$ cat src/hdl/gcf_pkg.sv
// Gripper command framer package: command codes, frame byte constants,
// the job descriptor passed from front to back, and queue status.
// No dependencies.
package gcf_pkg;

  localparam int MAX_PAYLOAD_DEF = 58;
  localparam int QUEUE_DEPTH_DEF = 4;

  // Input command codes
  localparam logic [1:0] CMD_CTRL = 2'd0;
  localparam logic [1:0] CMD_STAT = 2'd1;
  localparam logic [1:0] CMD_RAW  = 2'd2;

  // Frame bytes
  localparam logic [7:0] HDR0  = 8'h55;
  localparam logic [7:0] HDR1  = 8'hAA;
  localparam logic [7:0] TAIL0 = 8'hEB;
  localparam logic [7:0] TAIL1 = 8'hAA;
  localparam logic [7:0] PAY_PREFIX = 8'h02;
  localparam logic [7:0] PAY_CTRL   = 8'h01;
  localparam logic [7:0] PAY_STAT   = 8'h02;

  localparam logic [5:0] CTRL_LEN = 6'd8;
  localparam logic [5:0] STAT_LEN = 6'd2;

  // Checksum seeds: 55 + AA + length + fixed payload bytes, mod 256
  localparam logic [7:0] CTRL_SUM_SEED = 8'h0A;
  localparam logic [7:0] STAT_SUM      = 8'h05;
  localparam logic [7:0] HDR_SUM       = 8'hFF;

  // Clamp limits
  localparam logic [7:0] PCT_MAX = 8'd100;
  localparam logic [7:0] VEL_MIN = 8'd1;
  localparam logic [7:0] EFF_MIN = 8'd20;
  localparam logic [9:0] POS_SCALE = 10'd10;

  typedef enum logic [1:0] {
    JOB_ERR,
    JOB_CTRL,
    JOB_STAT,
    JOB_RAW
  } job_kind_t;

  typedef struct packed {
    job_kind_t  kind;
    logic       hdr;       // raw: emit header before the byte
    logic       close;     // raw: emit checksum and tail after the byte
    logic [5:0] len_byte;  // length byte shown in the header
    logic [7:0] data;      // raw payload byte
    logic [6:0] vel;
    logic [6:0] eff;
    logic [9:0] pos10;
    logic [7:0] sum;       // final checksum for frames that close here
  } job_t;

  typedef struct packed {
    logic full;
    logic empty;
  } q_stat_t;

endpackage

$ cat src/hdl/gcf_front.sv
// Front end of the gripper command framer: accepts commands, clamps fields,
// tracks the open raw frame and builds one job per command.
// Depends on gcf_pkg.
module gcf_front #(
  parameter int MAX_PAYLOAD = gcf_pkg::MAX_PAYLOAD_DEF
) (
  input  logic           clk,
  input  logic           rst_n,
  input  logic           in_valid,
  output logic           in_ready,
  input  logic [1:0]     in_command,
  input  logic [7:0]     in_position_pct,
  input  logic [7:0]     in_velocity_pct,
  input  logic [7:0]     in_effort_pct,
  input  logic [7:0]     in_raw_byte,
  input  logic [5:0]     in_payload_length,
  input  gcf_pkg::q_stat_t q_stat,
  output logic           push_valid,
  output gcf_pkg::job_t  push_job
);
  import gcf_pkg::*;

  logic       open_r, open_nxt;
  logic [5:0] rem_r, rem_nxt;
  logic [7:0] sum_r, sum_nxt;

  logic [7:0] vel_c, eff_c, pos_c;
  logic [9:0] pos10;
  logic [7:0] raw_base, raw_sum;
  logic [5:0] rem_base, rem_dec;
  logic       len_bad;
  logic       accept;

  assign in_ready   = !q_stat.full;
  assign push_valid = in_valid;
  assign accept     = in_valid && in_ready;

  always_comb begin
    vel_c = (in_velocity_pct < VEL_MIN) ? VEL_MIN :
            (in_velocity_pct > PCT_MAX) ? PCT_MAX : in_velocity_pct;
    eff_c = (in_effort_pct < EFF_MIN) ? EFF_MIN :
            (in_effort_pct > PCT_MAX) ? PCT_MAX : in_effort_pct;
    pos_c = (in_position_pct > PCT_MAX) ? PCT_MAX : in_position_pct;
    pos10 = 10'(pos_c) * POS_SCALE;

    len_bad  = (in_payload_length == 6'd0) ||
               (8'(in_payload_length) > 8'(MAX_PAYLOAD));
    raw_base = open_r ? sum_r : (HDR_SUM + 8'(in_payload_length));
    raw_sum  = raw_base + in_raw_byte;
    rem_base = open_r ? rem_r : in_payload_length;
    rem_dec  = rem_base - 6'd1;

    push_job          = '0;
    push_job.kind     = JOB_ERR;
    open_nxt          = open_r;
    rem_nxt           = rem_r;
    sum_nxt           = sum_r;

    unique case (in_command)
      CMD_CTRL: begin
        if (!open_r) begin
          push_job.kind     = JOB_CTRL;
          push_job.hdr      = 1'b1;
          push_job.close    = 1'b1;
          push_job.len_byte = CTRL_LEN;
          push_job.vel      = vel_c[6:0];
          push_job.eff      = eff_c[6:0];
          push_job.pos10    = pos10;
          push_job.sum      = CTRL_SUM_SEED + vel_c + eff_c
                              + 8'(pos10[9:8]) + pos10[7:0];
        end
      end
      CMD_STAT: begin
        if (!open_r) begin
          push_job.kind     = JOB_STAT;
          push_job.hdr      = 1'b1;
          push_job.close    = 1'b1;
          push_job.len_byte = STAT_LEN;
          push_job.sum      = STAT_SUM;
        end
      end
      CMD_RAW: begin
        if (open_r || !len_bad) begin
          push_job.kind     = JOB_RAW;
          push_job.hdr      = !open_r;
          push_job.close    = (rem_dec == 6'd0);
          push_job.len_byte = in_payload_length;
          push_job.data     = in_raw_byte;
          push_job.sum      = raw_sum;
          open_nxt          = (rem_dec != 6'd0);
          rem_nxt           = rem_dec;
          sum_nxt           = (rem_dec == 6'd0) ? 8'd0 : raw_sum;
        end
      end
      default: begin
        // undefined command: error job, state untouched
      end
    endcase
  end

  always_ff @(posedge clk) begin
    if (!rst_n) begin
      open_r <= 1'b0;
      rem_r  <= '0;
      sum_r  <= '0;
    end else if (accept) begin
      open_r <= open_nxt;
      rem_r  <= rem_nxt;
      sum_r  <= sum_nxt;
    end
  end

endmodule

$ cat src/hdl/gcf_queue.sv
// Job queue between front and back of the gripper command framer.
// Depends on gcf_pkg.
module gcf_queue #(
  parameter int DEPTH = gcf_pkg::QUEUE_DEPTH_DEF
) (
  input  logic             clk,
  input  logic             rst_n,
  input  logic             push_valid,
  input  gcf_pkg::job_t    push_job,
  input  logic             pop,
  output gcf_pkg::job_t    head_job,
  output gcf_pkg::q_stat_t q_stat
);
  import gcf_pkg::*;

  localparam int AW = (DEPTH > 1) ? $clog2(DEPTH) : 1;
  localparam int CW = $clog2(DEPTH + 1);

  job_t          slot_r [DEPTH];
  logic [AW-1:0] wr_ptr_r, wr_ptr_nxt;
  logic [AW-1:0] rd_ptr_r, rd_ptr_nxt;
  logic [CW-1:0] count_r, count_nxt;
  logic          do_push, do_pop;

  assign q_stat.full  = (count_r == CW'(DEPTH));
  assign q_stat.empty = (count_r == '0);
  assign do_push      = push_valid && !q_stat.full;
  assign do_pop       = pop && !q_stat.empty;
  assign head_job     = slot_r[rd_ptr_r];

  always_comb begin
    wr_ptr_nxt = wr_ptr_r;
    rd_ptr_nxt = rd_ptr_r;
    count_nxt  = count_r;
    if (do_push) begin
      wr_ptr_nxt = (wr_ptr_r == AW'(DEPTH - 1)) ? '0 : wr_ptr_r + AW'(1);
    end
    if (do_pop) begin
      rd_ptr_nxt = (rd_ptr_r == AW'(DEPTH - 1)) ? '0 : rd_ptr_r + AW'(1);
    end
    case ({do_push, do_pop})
      2'b10:   count_nxt = count_r + CW'(1);
      2'b01:   count_nxt = count_r - CW'(1);
      default: count_nxt = count_r;
    endcase
  end

  always_ff @(posedge clk) begin
    if (!rst_n) begin
      wr_ptr_r <= '0;
      rd_ptr_r <= '0;
      count_r  <= '0;
    end else begin
      wr_ptr_r <= wr_ptr_nxt;
      rd_ptr_r <= rd_ptr_nxt;
      count_r  <= count_nxt;
    end
  end

  always_ff @(posedge clk) begin
    if (do_push) begin
      slot_r[wr_ptr_r] <= push_job;
    end
  end

endmodule

$ cat src/hdl/gcf_back.sv
// Back end of the gripper command framer: walks the head job byte by byte
// into the output register.
// Depends on gcf_pkg.
module gcf_back (
  input  logic             clk,
  input  logic             rst_n,
  input  gcf_pkg::job_t    head_job,
  input  gcf_pkg::q_stat_t q_stat,
  output logic             pop,
  output logic             out_valid,
  input  logic             out_ready,
  output logic [7:0]       out_byte,
  output logic             out_frame_end,
  output logic             out_rejected
);
  import gcf_pkg::*;

  logic [3:0] step_r, step_nxt;
  logic       valid_r, valid_nxt;
  logic [7:0] byte_r, byte_nxt;
  logic       end_r, end_nxt;
  logic       rej_r, rej_nxt;

  logic [3:0] start, pos, last_pos, body_len, tail_idx;
  logic [2:0] pay_idx;
  logic [7:0] pay_byte, sel_byte;
  logic       is_last, advance, fire;

  assign out_valid     = valid_r;
  assign out_byte      = byte_r;
  assign out_frame_end = end_r;
  assign out_rejected  = rej_r;

  assign advance = !valid_r || out_ready;
  assign fire    = advance && !q_stat.empty;
  assign pop     = fire && is_last;

  always_comb begin
    case (head_job.kind)
      JOB_CTRL: body_len = 4'(CTRL_LEN);
      JOB_STAT: body_len = 4'(STAT_LEN);
      default:  body_len = 4'd1;
    endcase

    // Raw bytes skip the header or the trailer unless they open or close.
    start    = (head_job.kind == JOB_RAW && !head_job.hdr) ? 4'd3 : 4'd0;
    pos      = start + step_r;
    if (head_job.kind == JOB_ERR) begin
      last_pos = 4'd0;
    end else if (head_job.kind == JOB_RAW && !head_job.close) begin
      last_pos = 4'd3;
    end else begin
      last_pos = body_len + 4'd5;
    end
    is_last  = (pos == last_pos);

    pay_idx  = 3'(pos - 4'd3);
    tail_idx = pos - 4'd3 - body_len;

    case (head_job.kind)
      JOB_CTRL: begin
        case (pay_idx)
          3'd0:    pay_byte = PAY_PREFIX;
          3'd1:    pay_byte = PAY_CTRL;
          3'd3:    pay_byte = 8'(head_job.vel);
          3'd5:    pay_byte = 8'(head_job.eff);
          3'd6:    pay_byte = 8'(head_job.pos10[9:8]);
          3'd7:    pay_byte = head_job.pos10[7:0];
          default: pay_byte = 8'd0;
        endcase
      end
      JOB_STAT: pay_byte = (pay_idx == 3'd0) ? PAY_PREFIX : PAY_STAT;
      default:  pay_byte = head_job.data;
    endcase

    if (pos == 4'd0) begin
      sel_byte = HDR0;
    end else if (pos == 4'd1) begin
      sel_byte = HDR1;
    end else if (pos == 4'd2) begin
      sel_byte = 8'(head_job.len_byte);
    end else if (pos < body_len + 4'd3) begin
      sel_byte = pay_byte;
    end else if (tail_idx == 4'd0) begin
      sel_byte = head_job.sum;
    end else if (tail_idx == 4'd1) begin
      sel_byte = TAIL0;
    end else begin
      sel_byte = TAIL1;
    end

    step_nxt  = step_r;
    valid_nxt = valid_r;
    byte_nxt  = byte_r;
    end_nxt   = end_r;
    rej_nxt   = rej_r;
    if (fire) begin
      valid_nxt = 1'b1;
      step_nxt  = is_last ? 4'd0 : step_r + 4'd1;
      if (head_job.kind == JOB_ERR) begin
        byte_nxt = 8'd0;
        end_nxt  = 1'b1;
        rej_nxt  = 1'b1;
      end else begin
        byte_nxt = sel_byte;
        end_nxt  = is_last && head_job.close;
        rej_nxt  = 1'b0;
      end
    end else if (out_ready) begin
      valid_nxt = 1'b0;
    end
  end

  always_ff @(posedge clk) begin
    if (!rst_n) begin
      step_r  <= '0;
      valid_r <= 1'b0;
    end else begin
      step_r  <= step_nxt;
      valid_r <= valid_nxt;
    end
  end

  always_ff @(posedge clk) begin
    byte_r <= byte_nxt;
    end_r  <= end_nxt;
    rej_r  <= rej_nxt;
  end

endmodule

$ cat src/hdl/gripper_command_framer.sv
// Gripper command framer top level: front end, job queue, back end.
// Depends on gcf_pkg, gcf_front, gcf_queue, gcf_back.
//
//  Channel   Handshake             Payload
//  --------  --------------------  ------------------------------------------
//  input     in_valid / in_ready   in_command, in_position_pct,
//                                  in_velocity_pct, in_effort_pct,
//                                  in_raw_byte, in_payload_length
//  output    out_valid / out_ready out_byte, out_frame_end, out_rejected
//
// The front end takes one command per cycle while the job queue has room
// (QUEUE_DEPTH entries); the back end sends one byte per cycle unless stalled.
// Bytes per command: control 14, status 8, error 1, raw byte 1, plus 3 when
// it opens a frame and 3 more when it closes one. The back end's byte rate
// sets the sustained command rate; the queue absorbs the header and tail.
// A command's first byte passes through a queue slot, then the output register.
// rst_n is synchronous, active low, and clears the raw frame state, queue
// pointers and count, back end step and output valid. A stalled output holds
// the back end, then fills the queue, then drops in_ready.
module gripper_command_framer #(
  parameter int MAX_PAYLOAD = gcf_pkg::MAX_PAYLOAD_DEF,
  parameter int QUEUE_DEPTH = gcf_pkg::QUEUE_DEPTH_DEF
) (
  input  logic       clk,
  input  logic       rst_n,
  input  logic       in_valid,
  output logic       in_ready,
  input  logic [1:0] in_command,
  input  logic [7:0] in_position_pct,
  input  logic [7:0] in_velocity_pct,
  input  logic [7:0] in_effort_pct,
  input  logic [7:0] in_raw_byte,
  input  logic [5:0] in_payload_length,
  output logic       out_valid,
  input  logic       out_ready,
  output logic [7:0] out_byte,
  output logic       out_frame_end,
  output logic       out_rejected
);
  import gcf_pkg::*;

  job_t    push_job;
  job_t    head_job;
  q_stat_t q_stat;
  logic    push_valid;
  logic    pop;

  // Classify commands and build jobs; tracks the open raw frame.
  gcf_front #(
    .MAX_PAYLOAD(MAX_PAYLOAD)
  ) u_front (
    .clk              (clk),
    .rst_n            (rst_n),
    .in_valid         (in_valid),
    .in_ready         (in_ready),
    .in_command       (in_command),
    .in_position_pct  (in_position_pct),
    .in_velocity_pct  (in_velocity_pct),
    .in_effort_pct    (in_effort_pct),
    .in_raw_byte      (in_raw_byte),
    .in_payload_length(in_payload_length),
    .q_stat           (q_stat),
    .push_valid       (push_valid),
    .push_job         (push_job)
  );

  // Decouple command acceptance from byte output.
  gcf_queue #(
    .DEPTH(QUEUE_DEPTH)
  ) u_queue (
    .clk       (clk),
    .rst_n     (rst_n),
    .push_valid(push_valid),
    .push_job  (push_job),
    .pop       (pop),
    .head_job  (head_job),
    .q_stat    (q_stat)
  );

  // Serialize the head job into link bytes.
  gcf_back u_back (
    .clk          (clk),
    .rst_n        (rst_n),
    .head_job     (head_job),
    .q_stat       (q_stat),
    .pop          (pop),
    .out_valid    (out_valid),
    .out_ready    (out_ready),
    .out_byte     (out_byte),
    .out_frame_end(out_frame_end),
    .out_rejected (out_rejected)
  );

`ifndef SYNTHESIS
  // An error transaction is a single zero byte that also ends its group.
  a_reject_form: assert property (@(posedge clk) disable iff (!rst_n)
    out_valid && out_rejected |-> out_frame_end && (out_byte == 8'd0))
    else $error("rejected result is not a terminated zero byte");

  // Every good frame ends on the second tail byte.
  a_frame_tail: assert property (@(posedge clk) disable iff (!rst_n)
    out_valid && out_frame_end && !out_rejected |-> out_byte == TAIL1)
    else $error("frame ended on a byte other than the tail");

  // Queue status is never full and empty at once.
  a_queue_stat: assert property (@(posedge clk) disable iff (!rst_n)
    !(q_stat.full && q_stat.empty))
    else $error("queue reports full and empty together");

  // Input backpressure only comes from a full queue, so a stalled input never sees an empty queue.
  a_ready_src: assert property (@(posedge clk) disable iff (!rst_n)
    !in_ready |-> !q_stat.empty)
    else $error("input stalled with an empty queue");
`endif

endmodule
$ cat config.mk
export PLATFORM = sky130hd
export DESIGN_NAME = gripper_command_framer
export DESIGN_NICKNAME = d
export VERILOG_FILES = /design/src/hdl/gcf_pkg.sv /design/src/hdl/gcf_front.sv /design/src/hdl/gcf_queue.sv /design/src/hdl/gcf_back.sv /design/src/hdl/gripper_command_framer.sv
export SDC_FILE = /design/constraint.sdc
export NUM_CORES = 1
export LEC_CHECK = 0
export ABC_AREA = 1
export BUFFER_PORTS_ARGS = -buffer_cell sky130_fd_sc_hd__buf_2
export CELL_PAD_IN_SITES_DETAIL_PLACEMENT = 2
export CELL_PAD_IN_SITES_GLOBAL_PLACEMENT = 2
export CORE_AREA = 2 2 232 234
export DETAILED_ROUTE_END_ITERATION = 12
export DIE_AREA = 0 0 234 236
export GPL_TIMING_DRIVEN = 0
export PLACE_DENSITY = 0.5
export SLEW_MARGIN = 10
export SYNTH_ARGS = -nofsm -noshare
export SYNTH_HDL_FRONTEND = slang
export SYNTH_SLANG_ARGS = --single-unit
export TNS_END_PERCENT = 30
$ cat constraint.sdc
create_clock -name clk -period 6.83 [get_ports clk]
set_input_delay 0.3415 -clock clk [delete_from_list [all_inputs] [get_ports clk]]
set_output_delay 0.3415 -clock clk [all_outputs]
set_load 0.005 [all_outputs]
Word-level counts from Yosys, hierarchy flattened
Memory sizes are Yosys's and may differ from the RTL's. A register that Yosys moved wholly into a read port is not among the register bits.
Index checks and enable logic that the tools add are counted.
{ "classes": {"n_reduce_logical": 30, "order_cmp": 7, "n_mul": 1, "eq_ne": 19, "add_sub_neg": 17, "mux": 41} }
{ "op_table": {"columns": ["cell", "count"], "rows": [
  ["$mux W8", 13],
  ["$pmux W8 S6", 1],
  ["$mux W32", 1],
  ["$pmux W10 S3", 1],
  ["$add A8 B8 Y8", 3],
  ["$gt A8 B7 Y1 const B", 3],
  ["$mux W24", 1],
  ["$pmux W8 S3", 1],
  ["$mux W18", 1],
  ["$pmux W8 S2", 1],
  ["$mux W7", 2],
  ["$eq A2 B2 Y1 const B", 6],
  ["$eq A3 B3 Y1 const B", 4],
  ["$logic_not A6 Y1", 2],
  ["$mux W4", 3],
  ["$mux W10", 1],
  ["$mux W2", 5],
  ["$mul A8 B3 Y9 const B", 1],
  ["$mux W9", 1],
  ["$add A1 B7 Y8 const A", 1],
  ["$add A4 B8 Y8 const A", 1],
  ["$add A8 B2 Y8", 1],
  ["$eq A4 B1 Y1 const B", 2],
  ["$logic_not A4 Y1", 2],
  ["other kinds (33)", 57]
]} }
{ "totals": {"inputBits": 44, "ramBits": 200, "mem_count": 1, "output_inout_bits": 12, "register_bits": 37} }
{ "memory_table": {"columns": ["memory", "depth", "width", "read_ports", "rd_ports_with_merged_regs", "write_ports", "line", "source"], "rows": [
  ["u_queue.slot_r", 4, 50, 1, 1, 1, "gcf_queue.sv:19", "job_t slot_r [DEPTH];"]
]} }

Logic depth before layout (Yosys ltp)
Gate-level depths: netlist of run 1.
{ "depth": {"depth_word": 13, "ltp_mapped": 27, "depth_no_buf": 27} }

By module
From an unflattened synthesis of run 1, not the netlist that was laid out.
{ "unflattened": {"hier_cells": 1326, "hier_area_um2": 12672.2} }
{ "by_module_without_submodules": {"columns": ["mod", "seq_area_each_um2", "cells_per_inst", "area_per_inst_um2", "instances"], "rows": [
  ["gcf_queue", 6185.9, 553, 7943.9, 1],
  ["gcf_front", 300.3, 488, 2934.1, 1],
  ["gcf_back", 400.4, 285, 1794.2, 1]
]} }

Worst setup path before layout of run 1
Ideal clock, no wire load.
{ "synth_timing": {"path_type": "reg-to-reg", "from": "register with a tool-made name", "to": "register u_back.byte_r[1] (netlist: u_back.out_byte[1]), data pin", "n_path_buf": 4, "setup_ns": 0.258, "arrival_time_ns": 4.383, "path_stages_with_launch": 18, "period_less_slack_ns": 4.641, "slack_ns": 2.189, "cell_sequence": "dfxtp_1 > buf_2 > buf_2 > buf_2 > buf_2 > nand2_1 > a32oi_1 > ha_1 > a21boi_0 > ha_1 > fa_1 > ha_1 > fa_1 > xor2_1 > nand3_1 > or2_0 > nand3_1 > a21oi_1"} }
{ "synth_lines": {"columns": ["element", "line", "source"], "rows": [
  ["end signal: assignment", "gcf_back.sv:125", "byte_r <= byte_nxt;"],
  ["end: declaration", "gcf_back.sv:20", "logic [7:0] byte_r, byte_nxt;"]
]} }

==> run_results.csv, run 1 <==
group,metric,value,unit
run_status,status,"finished, final reports clean",
logic_synthesis,synth.cell_area,12000,sq um
power_and_ir_drop,p_per_area,310,nW/um^2
critical_path,worst-setup-path-type,"flip-flop to flip-flop",
critical_path,rr_endpoint,"u_back.out_byte[1]$_SDFFCE_PP0P_",
die,rows,85,
critical_path,reg2reg_slack,600,ps
die,die_y,236,um
critical_path,worstPathArrival,6540,ps
power_and_ir_drop,p_leak,5.70,nW
critical_path,cp_max_fo,10,
critical_path,critPathRequiredTime,7130,ps
logic_synthesis,yosysUniqueCellTypes,45,
drt,ant_nets,0,
cells_and_area,drive_above_1_share,10.7,%
min_path,hold_start,"rst_n",
critical_path,crit_path_end_kind,"flip-flop",
grt,grt_antenna_before_repair,1,
min_path,holdPathEnd,"u_queue.wr_ptr_r[1]$_SDFFE_PN0P_",
power_and_ir_drop,peakVddDrop,159,uV
logic_synthesis,yosysSeqAreaShare,56.5,%
drt,first_pass_iters,4,
cells_and_area,fin_nets,1440,
timing,fmaxAchievable,160,MHz
timing,layout_min_cycle_time,6230,ps
placed_design,port_buffers,55,
cells_and_area,area_growth,19.4,%
placed_design,gp_congestion,0.756,
clock_tree,clk_path_buf_depth,3,
critical_path,path_cells,"inv_1, buf_2, clkbuf_1, clkbuf_1, a21oi_1, a32oi_1, ha_1, a21boi_1, ha_1, fa_1, ha_1, inv_1, o21bai_1, a31oi_2, inv_1, o221ai_1, or2_0, nand3_1, a21oi_1",
placed_design,hpwlAfterDp,31600,um
drt,wl_per_cell,20.2,um
drt,dr.first_iter.drc_count,367,
min_path,hold_path_class,"input pin to flip-flop",
grt,grt_pass1_wl,63300,um
clock_tree,numCtsBuffers,28,
die,core,53100,sq um
die,num_io_pins,56,
logic_synthesis,synth_edf_count,206,
grt,track_usage,15.3,%
logic_synthesis,syn_area_per_cell,9.74,sq um
min_path,worstHoldPathCells,3,
logic_synthesis,syn_inst,1229,
timing,setup_violations,0,
critical_path,cpMaxStageDelayCell,"fa_1",
cells_and_area,final_common_cell,"nand2_1",
cells_and_area,final_cell_mix,"226 x nand2_1, 206 x edfxtp_1, 154 x nor2_1, 132 x inv_1, 103 x o21ai_0",
logic_synthesis,async_flop_share,0,%
timing,finalHoldViolations,0,
timing,slew_headroom,31.0,%
die,initial_core_util,22.6,%
logic_synthesis,syn_nets,1345,
job,max_cap_viol_count,0,
cells_and_area,finish.utilization,26.9,%
clock_tree,cts.sinks,235,
critical_path,startpoint_type,"flip-flop",
clock_tree,cts_tree,"yes",
clock_tree,clk_pin_slew,60,ps
timing,slew_violations,0,
die,dieArea,55200,sq um
timing,worst_clock_skew,22.1,ps
drt,vias,9112,
drt,drc,0,
logic_synthesis,ys_dominant_reg_cell,"edfxtp_1",
logic_synthesis,ys_ff_latch,235,
clock_tree,clk_latency,560,ps
grt,grt_max_degree,24,
timing,tightest_slew,1030,ps
critical_path,worstRegToRegCells,19,
logic_synthesis,synth_warnings,0,
grt,grt_pass1_vias,10200,
timing,fin_crit_sh,91.3,%
timing,rsz0062_at_grt,"false",
die,die_x,234,um
drt,via_per_inst,4.46,
clock_tree,cts-root-buf,"clkbuf_16",
grt,grt_overflow,0,
timing,timing.setup.tns,0,ps
clock_tree,cts_setup_buffers,0,
drt,wirelength,41300,um
critical_path,cp_slowest_stage_delay,610,ps
clock_tree,h-tree-depth,1,
==> sequential cells by signal, summed over array words and instances, names as in the netlist, named ones only <==
signal,flops
u_queue.slot_r,196
u_back.out_byte,8
u_front.sum_r,8
u_front.rem_r,6
u_back.step_r,4
u_queue.count_r,3
u_queue.rd_ptr_r,2
u_queue.wr_ptr_r,2
u_back.out_frame_end,1
u_back.out_rejected,1
u_back.out_valid,1
u_front.open_r,1
==> where the power goes <==
part | switching, W | total, W | internal (W)
clock | 0.000602 | 0.00149 | 0.000884
combinational | 0.000832 | 0.00121 | 0.000375
sequential | 0.0000337 | 0.00174 | 0.00170
total | 0.00147 | 0.00443 | 0.00296
==> timing repair <==
action	4_1_cts	5_1_grt
setup endpoints to repair	2	7
resized for setup	1	3
hold buffers	0	0
==> cells in the mapped netlist, drive strengths merged (2+ instances only) <==
| cell type | count | area [sq um] |
|---|---|---|
| clkbuf | 22 | 82.6 |
| o31ai | 6 | 45.0 |
| nand4 | 10 | 62.6 |
| buf | 22 | 123 |
| fa | 12 | 240 |
| a221o | 3 | 30.0 |
| nor2 | 162 | 613 |
| a22oi | 4 | 30.0 |
| a31oi | 7 | 43.8 |
| a211oi | 2 | 15.0 |
| a21oi | 82 | 418 |
| xnor2 | 7 | 61.3 |
| xor2 | 16 | 140 |
| o22ai | 25 | 156 |
| o211ai | 5 | 37.5 |
| edfxtp | 206 | 6190 |
| o21bai | 3 | 22.5 |
| o221ai | 3 | 26.3 |
| nor3 | 7 | 35.0 |
| o21ai | 107 | 539 |
| nand3 | 49 | 245 |
| inv | 135 | 507 |
| dfxtp | 29 | 581 |
| a22o | 2 | 17.5 |
| or2 | 5 | 31.3 |
| a32oi | 3 | 26.3 |
| ha | 60 | 751 |
| nand2 | 228 | 861 |
==> per-layer routing <==
layer	wire length, um	global-route usage (%)
met1	19000	19.8
met2	20400	27.1
met3	1160	1.61
met4	757	3.70
met5	0	0
==> final cells by class <==
class | instances | area (sq um)
flip-flops and latches | 235 | 6770
well taps | 696 | 871
multi-input cells | 815 | 4550
clock buffers | 36 | 752
fillers | 5815 | 38800
plain buffers | 44 | 205
inverters | 135 | 507
clock inverters | 16 | 148
repair buffers | 65 | 504
diodes | 1 | 2.50
==> cells by family after synthesis <==
| group | Yosys count | synth area share, % |
|---|---|---|
| xor gates and xnor gates | 23 | 1.68 |
| buffers and inverters | 179 | 5.94 |
| DFF | 235 | 56.5 |
| and+or+nand+nor | 463 | 15.5 |
| other | 1 | 0.0313 |
| adders and majority gates | 72 | 8.27 |
| AOI/OAI and AO/OA | 256 | 12.0 |
==> worst max path at each step <==
| stage | to | cells past startpoint |
|---|---|---|
| 2_1_floorplan | u_back.out_byte[1]$_SDFFCE_PP0P_ | 17 |
| 3_3_place_gp | u_back.out_byte[1]$_SDFFCE_PP0P_ | 19 |
| 3_5_place_dp | u_back.out_byte[1]$_SDFFCE_PP0P_ | 19 |
| 4_1_cts | u_back.out_byte[6]$_SDFFCE_PP0P_ | 20 |
| 5_1_grt | u_back.out_byte[1]$_SDFFCE_PP0P_ | 19 |
| 6_report | u_back.out_byte[1]$_SDFFCE_PP0P_ | 19 |
==> worst max-delay path, delay by kind of cell (launching register included) <==
family | cells | cell delay, ps
and+or+nand+nor | 2 | 410
DFF | 1 | 440
adders and majority gates | 4 | 1540
AOI/OAI and AO/OA | 7 | 1670
buffers and inverters | 6 | 1880
==> stage by stage <==
stage                     area [sq um]  power (W)  instances  worst slack, ps  hold slack [ps]
after floorplan                  12000    0.00250       1229             2190              429
after global placement           13100    0.00297       1980             63.0              443
after detailed placement         13400    0.00301       1990             -109              462
after CTS                        14300    0.00452       2042              127             78.7
after global routing             14300    0.00471       2042             94.7              120
final                            14300    0.00443       2043              596              100
No activity file was read; power rests on OpenSTA's default activity.
==> run 2, diff against run 1 <==
--- a/config.mk
+++ b/config.mk
@@ -9,11 +9,11 @@
 export BUFFER_PORTS_ARGS = -buffer_cell sky130_fd_sc_hd__buf_2
 export CELL_PAD_IN_SITES_DETAIL_PLACEMENT = 2
 export CELL_PAD_IN_SITES_GLOBAL_PLACEMENT = 2
-export CORE_AREA = 2 2 232 234
+export CORE_AREA = 10 10 230 232
 export DETAILED_ROUTE_END_ITERATION = 12
-export DIE_AREA = 0 0 234 236
+export DIE_AREA = 0 0 240 242
 export GPL_TIMING_DRIVEN = 0
-export PLACE_DENSITY = 0.5
+export PLACE_DENSITY = 0.54
 export SLEW_MARGIN = 10
 export SYNTH_ARGS = -nofsm -noshare
 export SYNTH_HDL_FRONTEND = slang
==> run_results.csv, run 2 (synthesized netlist as in run 1, its figures left out) <==
group,metric,value,unit
placed_design,gp_congestion,0.765,
timing,layout_min_cycle_time,6090,ps
placed_design,hpwlAfterDp,31000,um
grt,grt_antenna_before_repair,0,
power_and_ir_drop,p_leak,5.71,nW
timing,tightest_slew,1040,ps
clock_tree,numCtsBuffers,28,
critical_path,cp_max_fo,10,
clock_tree,cts-root-buf,"clkbuf_16",
die,initial_core_util,24.7,%
power_and_ir_drop,total_power,0.00451,W
die,die_y,242,um
clock_tree,cts_tree,"yes",
timing,setup_violations,0,
clock_tree,cts.sinks,235,
timing,rsz0062_at_grt,"false",
cells_and_area,area_growth,18.9,%
die,die_x,240,um
critical_path,cpMaxStageDelayCell,"fa_1",
run_status,status,"finished, final reports clean",
timing,whs,102,ps
grt,grt_pass1_wl,61500,um
die,num_io_pins,56,
drt,dr.first_iter.drc_count,282,
timing,fmaxAchievable,164,MHz
clock_tree,postCtsHoldBufs,0,
drt,wl_per_cell,20.6,um
cells_and_area,fin_nets,1439,
timing,timing.setup.tns,0,ps
drt,vias,9079,
clock_tree,clk_latency,550,ps
timing,finalHoldViolations,0,
critical_path,cp.depth,19,
critical_path,critPathRequiredTime,7120,ps
critical_path,path_cells,"inv_1, buf_2, clkbuf_1, clkbuf_1, a21oi_1, a32oi_1, ha_1, a21boi_1, ha_1, fa_1, ha_1, inv_1, o21bai_1, a31oi_2, inv_1, o221ai_1, or2_0, nand3_1, a21oi_1",
cells_and_area,drive_above_1_share,11.2,%
cells_and_area,final_cell_mix,"226 x nand2_1, 206 x edfxtp_1, 153 x nor2_1, 132 x inv_1, 103 x o21ai_0",
clock_tree,clk_pin_slew,60,ps
drt,via_per_inst,4.62,
power_and_ir_drop,p_per_area,317,nW/um^2
critical_path,cp-endpoint,"u_back.out_byte[1]$_SDFFCE_PP0P_",
min_path,hold_path_class,"input pin to flip-flop",
grt,grt_overflow,0,
critical_path,critPathBufInv,6,
critical_path,crit_path_end_kind,"flip-flop",
timing,worst_clock_skew,18.7,ps
power_and_ir_drop,peakVddDrop,166,uV
placed_design,port_buffers,55,
clock_tree,h-tree-depth,1,
cells_and_area,finish.utilization,29.4,%
clock_tree,clk_path_buf_depth,3,
critical_path,rr_endpoint,"u_back.out_byte[1]$_SDFFCE_PP0P_",
timing,fin_crit_sh,89.2,%
drt,drc,0,
cells_and_area,largest_register_ffs,196,
job,max_cap_viol_count,0,
critical_path,cp_slowest_stage_delay,590,ps
critical_path,reg2reg_slack,740,ps
drt,ant_nets,0,
die,dieArea,58100,sq um
timing,slew_headroom,30.3,%
critical_path,startpoint_type,"flip-flop",
grt,grt_pass1_vias,9970,
timing,slew_violations,0,
grt,track_usage,13.9,%
drt,wirelength,40500,um
drt,first_pass_iters,4,
cells_and_area,fill_cells,5351,
die,rows,81,
critical_path,worstPathArrival,6390,ps
cells_and_area,final_area,14200,sq um
cells_and_area,final_common_cell,"nand2_1",
critical_path,worstRegToRegCells,19,
critical_path,worst-setup-path-type,"flip-flop to flip-flop",
cells_and_area,regMostFlops,"u_queue.slot_r",
placed_design,placedInstanceArea,13300,sq um
grt,grt_max_degree,23,
die,core,48400,sq um
critical_path,crit_family,"buffers and inverters",
## run 2: through the flow
| stage | setup WS [ps] | instances |
|---|---|---|
| 5_1_grt | 215 | 1964 |
| 6_report | 738 | 1965 |
| 3_5_place_dp | 142 | 1915 |
| 4_1_cts | 96.3 | 1964 |
| 3_3_place_gp | 212 | 1906 |
| 2_1_floorplan | 2190 | 1229 |
## run 2: final cells by class
type / count / area, sq um / area share (%)
diodes: 1 / 2.50 / 0.0176
plain buffers: 44 / 205 / 1.44
repair buffers: 64 / 462 / 3.24
clock inverters: 14 / 208 / 1.46
inverters: 135 / 507 / 3.56
clock buffers: 35 / 768 / 5.39
multi-input cells: 815 / 4550 / 31.9
flip-flops and latches: 235 / 6770 / 47.5
well taps: 622 / 778 / 5.46
## run 2: how the worst min path moves through the flow
stage	start	end	slack, ps	cells past startpoint
final	rst_n	u_queue.wr_ptr_r[1]$_SDFFE_PN0P_	100	3
after global placement	u_front.rem_r[3]$_SDFFE_PN0P_	u_front.rem_r[3]$_SDFFE_PN0P_	440	2
after floorplan	u_front.rem_r[3]$_SDFFE_PN0P_	u_front.rem_r[3]$_SDFFE_PN0P_	430	2
after detailed placement	u_front.sum_r[6]$_SDFFE_PN0P_	u_front.sum_r[6]$_SDFFE_PN0P_	460	2
after global routing	rst_n	u_queue.wr_ptr_r[1]$_SDFFE_PN0P_	100	3
after CTS	rst_n	u_queue.wr_ptr_r[1]$_SDFFE_PN0P_	60	3
## run 2: power by group
group	internal (W)	switching, W	total [W]
clock	0.000981	0.000597	0.00158
combinational	0.000369	0.000830	0.00120
sequential	0.00170	0.0000339	0.00174
total	0.00305	0.00146	0.00451
## run 2: what timing repair did
| item | in CTS | in global routing |
|---|---|---|
| gates resized for setup | 0 | 5 |
| setup buffers | 0 | 0 |
| setup endpoints to repair | 0 | 8 |
## run 2: worst register-to-register path, cell delays in order (launching register included)
cell and delay, ps:
dfxtp_1 420, inv_1 120, buf_2 260, clkbuf_1 530, clkbuf_1 490, a21oi_1 80
a32oi_1 380, ha_1 260, a21boi_1 410, ha_1 290, fa_1 590, ha_1 360
inv_1 40, o21bai_1 150, a31oi_2 270, inv_1 370, o221ai_1 300, or2_0 290
nand3_1 140, a21oi_1 100
## run 2: metal layers
metal / track usage (%) / share of wire (%) / routed length, um
met5: 0 / 0 / 0
met4: 2.81 / 1.4 / 565
met3: 1.39 / 2.1 / 859
met2: 24.8 / 50 / 20300
met1: 17.8 / 46 / 18800
